==> config.mk <==
export PLATFORM = sky130hd
export DESIGN_NAME = mpu_chan
export DESIGN_NICKNAME = d
export VERILOG_FILES = /design/src/sv/mpu_pkg.sv /design/src/sv/mpu_chan.sv
export SDC_FILE = /design/constraint.sdc
export NUM_CORES = 2
export LEC_CHECK = 0
export BUFFER_PORTS_ARGS = -buffer_cell sky130_fd_sc_hd__buf_2
export CORE_MARGIN = 2
export CORE_UTILIZATION = 31
export CTS_BUF_LIST = sky130_fd_sc_hd__clkbuf_16
export DETAILED_ROUTE_END_ITERATION = 8
export PLACE_DENSITY = 0.46
export SYNTH_ARGS = -nofsm -noshare
export SYNTH_HDL_FRONTEND = slang
export SYNTH_SLANG_ARGS = --single-unit
==> constraint.sdc <==
create_clock -name clk_i -period 4.65 [get_ports clk_i]
set_input_delay 0.2325 -clock clk_i [delete_from_list [all_inputs] [get_ports clk_i]]
set_output_delay 0.2325 -clock clk_i [all_outputs]
set_load 0.05 [all_outputs]
==> src/sv/mpu_pkg.sv <==
// Shared types and constants for the masked pixel unpacker.
// Used by mpu_chan and masked_pixel_unpack_rgba8; depends on nothing.
package mpu_pkg;

  // Field widths
  localparam int PixW     = 32;
  localparam int ShW      = 5;
  localparam int ChW      = 8;
  localparam int NumChan  = 4;
  localparam int CfgIdxW  = 3;

  // Remainder width: the scaled field value times 255 fits in PixW + ChW bits
  localparam int RemW     = PixW + ChW;

  // One quotient bit per division stage; the quotient never exceeds 255
  localparam int DivSteps  = ChW;
  // Input register, field extract, numerator, then the division stages
  localparam int NumStages = DivSteps + 3;

  // Output full scale
  localparam logic [ChW-1:0] FullScale = 8'hFF;

  // Configuration register indexes
  typedef enum logic [CfgIdxW-1:0] {
    REG_RED_MASK    = 3'd0,
    REG_RED_SHIFT   = 3'd1,
    REG_GREEN_MASK  = 3'd2,
    REG_GREEN_SHIFT = 3'd3,
    REG_BLUE_MASK   = 3'd4,
    REG_BLUE_SHIFT  = 3'd5,
    REG_ALPHA_MASK  = 3'd6,
    REG_ALPHA_SHIFT = 3'd7
  } cfg_reg_e;

  // Reset values select R5G6B5 with no alpha
  localparam logic [PixW-1:0] RstRedMask    = 32'h0000_F800;
  localparam logic [ShW-1:0]  RstRedShift   = 5'd11;
  localparam logic [PixW-1:0] RstGreenMask  = 32'h0000_07E0;
  localparam logic [ShW-1:0]  RstGreenShift = 5'd5;
  localparam logic [PixW-1:0] RstBlueMask   = 32'h0000_001F;
  localparam logic [ShW-1:0]  RstBlueShift  = 5'd0;
  localparam logic [PixW-1:0] RstAlphaMask  = 32'h0000_0000;
  localparam logic [ShW-1:0]  RstAlphaShift = 5'd0;

  // Settings of one channel as seen by its datapath
  typedef struct packed {
    logic [PixW-1:0] mask;
    logic [ShW-1:0]  shift;
    logic            opaque;   // force full scale (alpha with a zero mask)
  } chan_cfg_t;

endpackage

==> src/sv/mpu_chan.sv <==
// Datapath of one channel: field extract, multiply by 255 and an eight-stage
// restoring divider by the field's full-scale value. Depends on mpu_pkg.
module mpu_chan (
  input  logic                                 clk_i,
  input  logic [mpu_pkg::NumStages-1:0]        load_i,
  input  logic [mpu_pkg::PixW-1:0]             pixel_i,
  input  mpu_pkg::chan_cfg_t                   cfg_i,
  output logic [mpu_pkg::ChW-1:0]              chan_o
);

  localparam int PixW     = mpu_pkg::PixW;
  localparam int ChW      = mpu_pkg::ChW;
  localparam int RemW     = mpu_pkg::RemW;
  localparam int DivSteps = mpu_pkg::DivSteps;

  // Stage 0: input pixel
  logic [PixW-1:0] pix_q;

  // Stage 1: extracted field and full-scale value
  logic [PixW-1:0] val_q, full_q;
  logic            kill_q, opaque_q;
  logic [PixW-1:0] full_d;

  // Division stages
  logic [RemW-1:0] rem_q [DivSteps];
  logic [PixW-1:0] div_q [DivSteps];
  logic [ChW-1:0]  quo_q [DivSteps];

  // Capture the pixel
  always_ff @(posedge clk_i) begin
    if (load_i[0]) begin
      pix_q <= pixel_i;
    end
  end

  // Mask and shift the field down; a zero full scale gives output zero
  assign full_d = cfg_i.mask >> cfg_i.shift;

  always_ff @(posedge clk_i) begin
    if (load_i[1]) begin
      val_q    <= (pix_q & cfg_i.mask) >> cfg_i.shift;
      full_q   <= full_d;
      kill_q   <= (full_d == '0);
      opaque_q <= cfg_i.opaque;
    end
  end

  // Numerator value*255 as (value << 8) - value. The special cases divide
  // a fixed numerator by one so that the divider yields 255 or 0.
  always_ff @(posedge clk_i) begin
    if (load_i[2]) begin
      if (opaque_q) begin
        rem_q[0] <= RemW'(mpu_pkg::FullScale);
        div_q[0] <= PixW'(1);
      end else if (kill_q) begin
        rem_q[0] <= '0;
        div_q[0] <= PixW'(1);
      end else begin
        rem_q[0] <= {val_q, {ChW{1'b0}}} - {{ChW{1'b0}}, val_q};
        div_q[0] <= full_q;
      end
    end
  end

  // Restoring division, one quotient bit per stage, most significant first
  for (genvar j = 0; j < DivSteps; j++) begin : g_div
    localparam int Bit = DivSteps - 1 - j;
    logic [RemW-1:0] trial;
    logic            ge;
    logic [ChW-1:0]  quo_in, quo_d;

    assign trial = {{ChW{1'b0}}, div_q[j]} << Bit;
    assign ge    = (rem_q[j] >= trial);

    if (j == 0) begin : g_first
      assign quo_in = '0;
    end else begin : g_next
      assign quo_in = quo_q[j-1];
    end

    always_comb begin
      quo_d      = quo_in;
      quo_d[Bit] = ge;
    end

    always_ff @(posedge clk_i) begin
      if (load_i[3+j]) begin
        quo_q[j] <= quo_d;
      end
    end

    if (j < DivSteps - 1) begin : g_carry
      always_ff @(posedge clk_i) begin
        if (load_i[3+j]) begin
          rem_q[j+1] <= ge ? (rem_q[j] - trial) : rem_q[j];
          div_q[j+1] <= div_q[j];
        end
      end
    end
  end

  assign chan_o = quo_q[DivSteps-1];

endmodule

* Word-level counts from Yosys, hierarchy flattened
Memories as Yosys holds them, arrays and structs flattened.
Cells that the tools add are included.
** Operators by class
- Add/sub/neg operators :: 8
- $lt $le $gt $ge :: 8
- Shift-type cells :: 2
- Muxes and demuxes :: 38
- Bitwise operators :: 5
- Reduce and logical (&&, ||, !) cells :: 1
** Operators with widths (number)
- 40-bit 2-to-1 mux :: 9
- 32-bit 2-to-1 mux :: 2
- 32-bit by 5-bit >> shifter with 32-bit output :: 2
- 40-bit by 32-bit greater-or-equal comparator with 1-bit output :: 1
- 40-bit by 33-bit greater-or-equal comparator with 1-bit output :: 1
- 40-bit by 34-bit greater-or-equal comparator with 1-bit output :: 1
- 40-bit by 35-bit greater-or-equal comparator with 1-bit output :: 1
- 40-bit by 36-bit greater-or-equal comparator with 1-bit output :: 1
- 40-bit by 37-bit greater-or-equal comparator with 1-bit output :: 1
- 40-bit by 38-bit greater-or-equal comparator with 1-bit output :: 1
- 40-bit by 39-bit greater-or-equal comparator with 1-bit output :: 1
- 40-bit by 32-bit subtractor with 40-bit output :: 1
- 40-bit by 33-bit subtractor with 40-bit output :: 1
- 40-bit by 34-bit subtractor with 40-bit output :: 1
- 40-bit by 35-bit subtractor with 40-bit output :: 1
- 40-bit by 36-bit subtractor with 40-bit output :: 1
- 40-bit by 37-bit subtractor with 40-bit output :: 1
- 40-bit by 38-bit subtractor with 40-bit output :: 1
- 40-bit by 39-bit subtractor with 40-bit output :: 1
- 32-bit bitwise AND :: 1
- 32-bit zero test :: 1
- 1-bit 2-to-1 mux :: 27
- 1-bit bitwise OR :: 4
** Storage, ports and cells
- Register bits :: 98
- RAM bits :: 640
- Bits of input ports :: 82
- Output and inout bits :: 8
- Word-level logic and storage cells :: 70
- Memories :: 3
** Memory list
- rem_q :: depth 8, bits a word 40, rd ports 8, clocked after memory_dff 0, wr ports 8, RTL line mpu_chan.sv:25 : logic [RemW-1:0] rem_q [DivSteps];
- div_q :: depth 8, bits a word 32, rd ports 8, clocked after memory_dff 0, wr ports 8, RTL line mpu_chan.sv:26 : logic [PixW-1:0] div_q [DivSteps];
- quo_q :: depth 8, bits a word 8, rd ports 8, clocked after memory_dff 0, wr ports 8, RTL line mpu_chan.sv:27 : logic [ChW-1:0] quo_q [DivSteps];

* Longest topological paths before layout
- Word-level depth :: 6
- Mapped depth :: 16
- Mapped depth without buffers :: 14

* Worst setup path before layout
OpenSTA, ideal clock, no wires.
- Path type :: register -> register
- Start point :: memory rem_q[1][42] in the netlist's numbering
- End point :: memory rem_q[1][118] in the netlist's numbering (data pin)
- Library setup time :: 0.258 ns
- Arrival :: 3.147 ns
- Required time :: 4.392 ns
- Setup slack :: 1.245 ns
- Cell stages (with the launch flop) :: 15
- Buffers on the path :: 0
- Clock period less this slack :: 3.405 ns
- Cell sequence :: edfxtp_1 > inv_1 > ha_1 > inv_1 > fa_1 > a21oi_1 > o21ai_0 > a2111oi_0 > o21bai_1 > a21oi_1 > o21ai_1 > o311ai_0 > a21oi_1 > and4b_1 > xor2_1
** RTL lines (RTL line)
- from (decl) :: mpu_chan.sv:25

==> results.toml <==
[status]
status = "finished clean"

[synth]
synthTopCellsByArea = "edfxtp_1 49%, ha_1 8.1%, a21oi_1 3.8%"
synth_ff_type = "edfxtp_1"
async_reset_ff_share_pct = 0
avgSynthCellArea_um2 = 10.5
synth_top_area_cell = "edfxtp_1"
synth_edf_count = 710
ys_warn_count = 0
synth_common_cells = "710 x edfxtp_1, 375 x nand2_1, 342 x inv_1, 330 x a21oi_1, 322 x o21ai_0"
ys_types = 93
yosys.cell_count.top_type = "edfxtp_1"
synth_top_area_share_pct = 49.4
synth_seq_cells = 710
synth.net_count = 4491
postSynthCellCount = 4121
syn-cell-area_um2 = 43100
seq_area_frac_synth_pct = 49.4

[die]
start_util_pct = 31.3
chipHeight_um = 377
core-area_um2 = 138000
dieArea_um2 = 142000
row_count = 136
io-pin-count = 90
die_w_um = 377

[timing]
fin_crit_sh_pct = 89.6
slew_headroom_pct = 21.2
setup-tns-final_ns = 0
fmax_mhz = 240
finalSetupViolations = 0
rsz0062_at_grt = "false"
period_needed_ns = 4.17
skew_ns = 0.0298
slew_violations = 0
fin_ws_ns = 0.483
worst_slew_pin_slew_ns = 1.17
hold_viol_final = 0

[placed_design]
dp_hpwl_um = 81600
place.gp.congestion = 0.909
port_buffers = 89
pre_cts_slack_ns = 0.440

[route]
wl_per_cell_um = 17.1
viasPerCell = 4.88
drc = 0
via_count = 29700
drtAntennaViolNets = 0
wirelength_um = 104000
drt_iter0_markers = 1886
first_pass_iters = 7

[pwr]
p_leak_nw = 19.4
irDropWorstVdd_uv = 267
pwr_density_cell_nw_per_um2 = 511

[clocking]
clkTransAtPathRegs_ns = 0.06
cts_max_path_buffers = 3
hold_buffers = 40
cts_setup_buffers = 0
clk_latency_ns = 0.69
root_buffer = "clkbuf_16"
cts_buffers = 86
cts_tree = "yes"
cts_resized = 0
htreeDepth = 3
cts.sinks = 710

[critical_path]
crit_fanout = 37
cp-end-kind = "flip-flop"
rr_worst_depth = 13
cp_cell_sequence = "ha_1 -> fa_1 -> nand2b_1 -> o2bb2ai_1 -> o221ai_1 -> a2111o_1 -> a41oi_1 -> a21oi_1 -> o21ai_1 -> nand2_2 -> buf_4 -> nand4_1 -> xnor2_1"
crit_end = "rem_q[1][38]"
critPathArrivalTime_ns = 4.61
worstReg2RegStart = "div_q[0][96]"
rr_endpoint = "rem_q[1][38]"
required_ns = 5.10
critPathTopFamily = "compound AO/OA/AOI/OAI gates"
path_buf_inv = 1
criticalPathCategory = "reg2reg"
crit_path_start_kind = "flip-flop"
startpoint = "div_q[0][96]"
rrSetupSlack_ns = 0.48
crit_slowest_cell = "nand2_2"
slowest_delay_ns = 0.58
crit_cells = 13

[job]
maxCapViolations = 0

[finish]
drive_gt1_share_pct = 8.97
finalNetCount = 4607
n_fill_cell = 13700
areaGrowthSynthToFinish_pct = 13.5

[global_routing]
grt_pass1_wl_um = 165000
grt_max_degree = 67
antenna_found_initial = 2
gr-usage-all-layers_pct = 14.6
grt_pass1_vias = 30500
overflow = 0

[worst_hold_path]
hold-path-cell-count = 1
worstHoldPathType = "in2reg"
-- through the flow --
step | hold slack (ns) | instance area (um2) | power, W | std cells | util [%]
CTS | 0.0329 | 49000 | 0.0254 | 6097 | 35.5
global route | 0.0868 | 49000 | 0.0268 | 6099 | 35.5
global placement | 0.405 | 45700 | 0.0185 | 5903 | 33.2
finish | 0.0930 | 49000 | 0.0251 | 6099 | 35.5
detailed placement | 0.405 | 45700 | 0.0185 | 5903 | 33.2
floorplan | 0.331 | 43100 | 0.0161 | 4121 | -
-- cells by family after synthesis --
kind of cell    synth area share [%]
simple gates                    12.1
buf+inv                         4.59
compound gates                  16.1
xor+xnor                        5.03
mux                             4.27
fa+ha+maj                       8.47
flops                           49.4
-- placed cells by master, fill, tap and decap left out, types with 11 or more instances in the layout --
cell type	count
a211oi_1	23
a21boi_0	11
a21o_1	167
a21oi_1	330
a31oi_1	29
and2_1	45
and3_1	26
and4_1	11
buf_2	83
buf_4	57
clkbuf_16	86
clkinv_1	16
clkinv_2	17
dlygate4sd3_1	40
edfxtp_1	710
ha_1	281
inv_1	354
mux2_2	49
mux2i_1	68
mux4_2	27
nand2_1	374
nand2b_1	43
nand3_1	98
nand4_1	38
nor2_1	285
nor2b_1	44
nor3_1	54
nor4_1	25
o211ai_1	21
o21a_1	22
o21ai_0	322
o21bai_1	34
o22ai_1	13
o31ai_1	32
xnor2_1	130
xor2_1	118
-- area by class of cell --
| class | instances | area [um2] | share of cell area, % |
|---|---|---|---|
| flip-flops and latches | 710 | 21300 | 43.5 |
| multi-input cells | 2908 | 19900 | 40.7 |
| well taps | 1794 | 2240 | 4.58 |
| clock buffers | 86 | 2150 | 4.39 |
| repair buffers | 185 | 1340 | 2.74 |
| inverters | 346 | 1300 | 2.65 |
| clock inverters | 68 | 712 | 1.45 |
| diodes | 2 | 5.00 | 0.0102 |
-- state kept, by name, summed over array words and instances (netlist names) --
register	cells
opaque_q	1
kill_q	1
val_q	32
div_q	256
rem_q	320
quo_q	36
full_q	32
pix_q	32
-- worst min path at each step --
stage	start	to	slack, ns
after floorplan	cfg_i[0]	opaque_q	0.33
after global placement	quo_q[1][6]	quo_q[1][14]	0.40
after detailed placement	quo_q[0][30]	quo_q[1][6]	0.41
after CTS	load_i[4]	div_q[0][89]	0.03
after global routing	cfg_i[4]	val_q[11]	0.09
final	load_i[4]	rem_q[0][118]	0.09
-- power by group --
group	internal (W)	leakage (nW)	switching (W)	total [W]
combinational	0.00378	11.0	0.00515	0.00893
clock	0.00395	1.42	0.00274	0.00669
sequential	0.00875	6.97	0.000687	0.00943
-- routing by layer --
layer  vias to the layer above  part of all wire (%)  track usage, %
met2                       511                    49            26.2
met4                         0                   5.0            7.15
met3                       242                   2.8            2.16
li1                      15300                     -               -
met1                     13700                    43            16.8
met5                         -                     0               0
No activity file was read; power rests on OpenSTA's default activity.
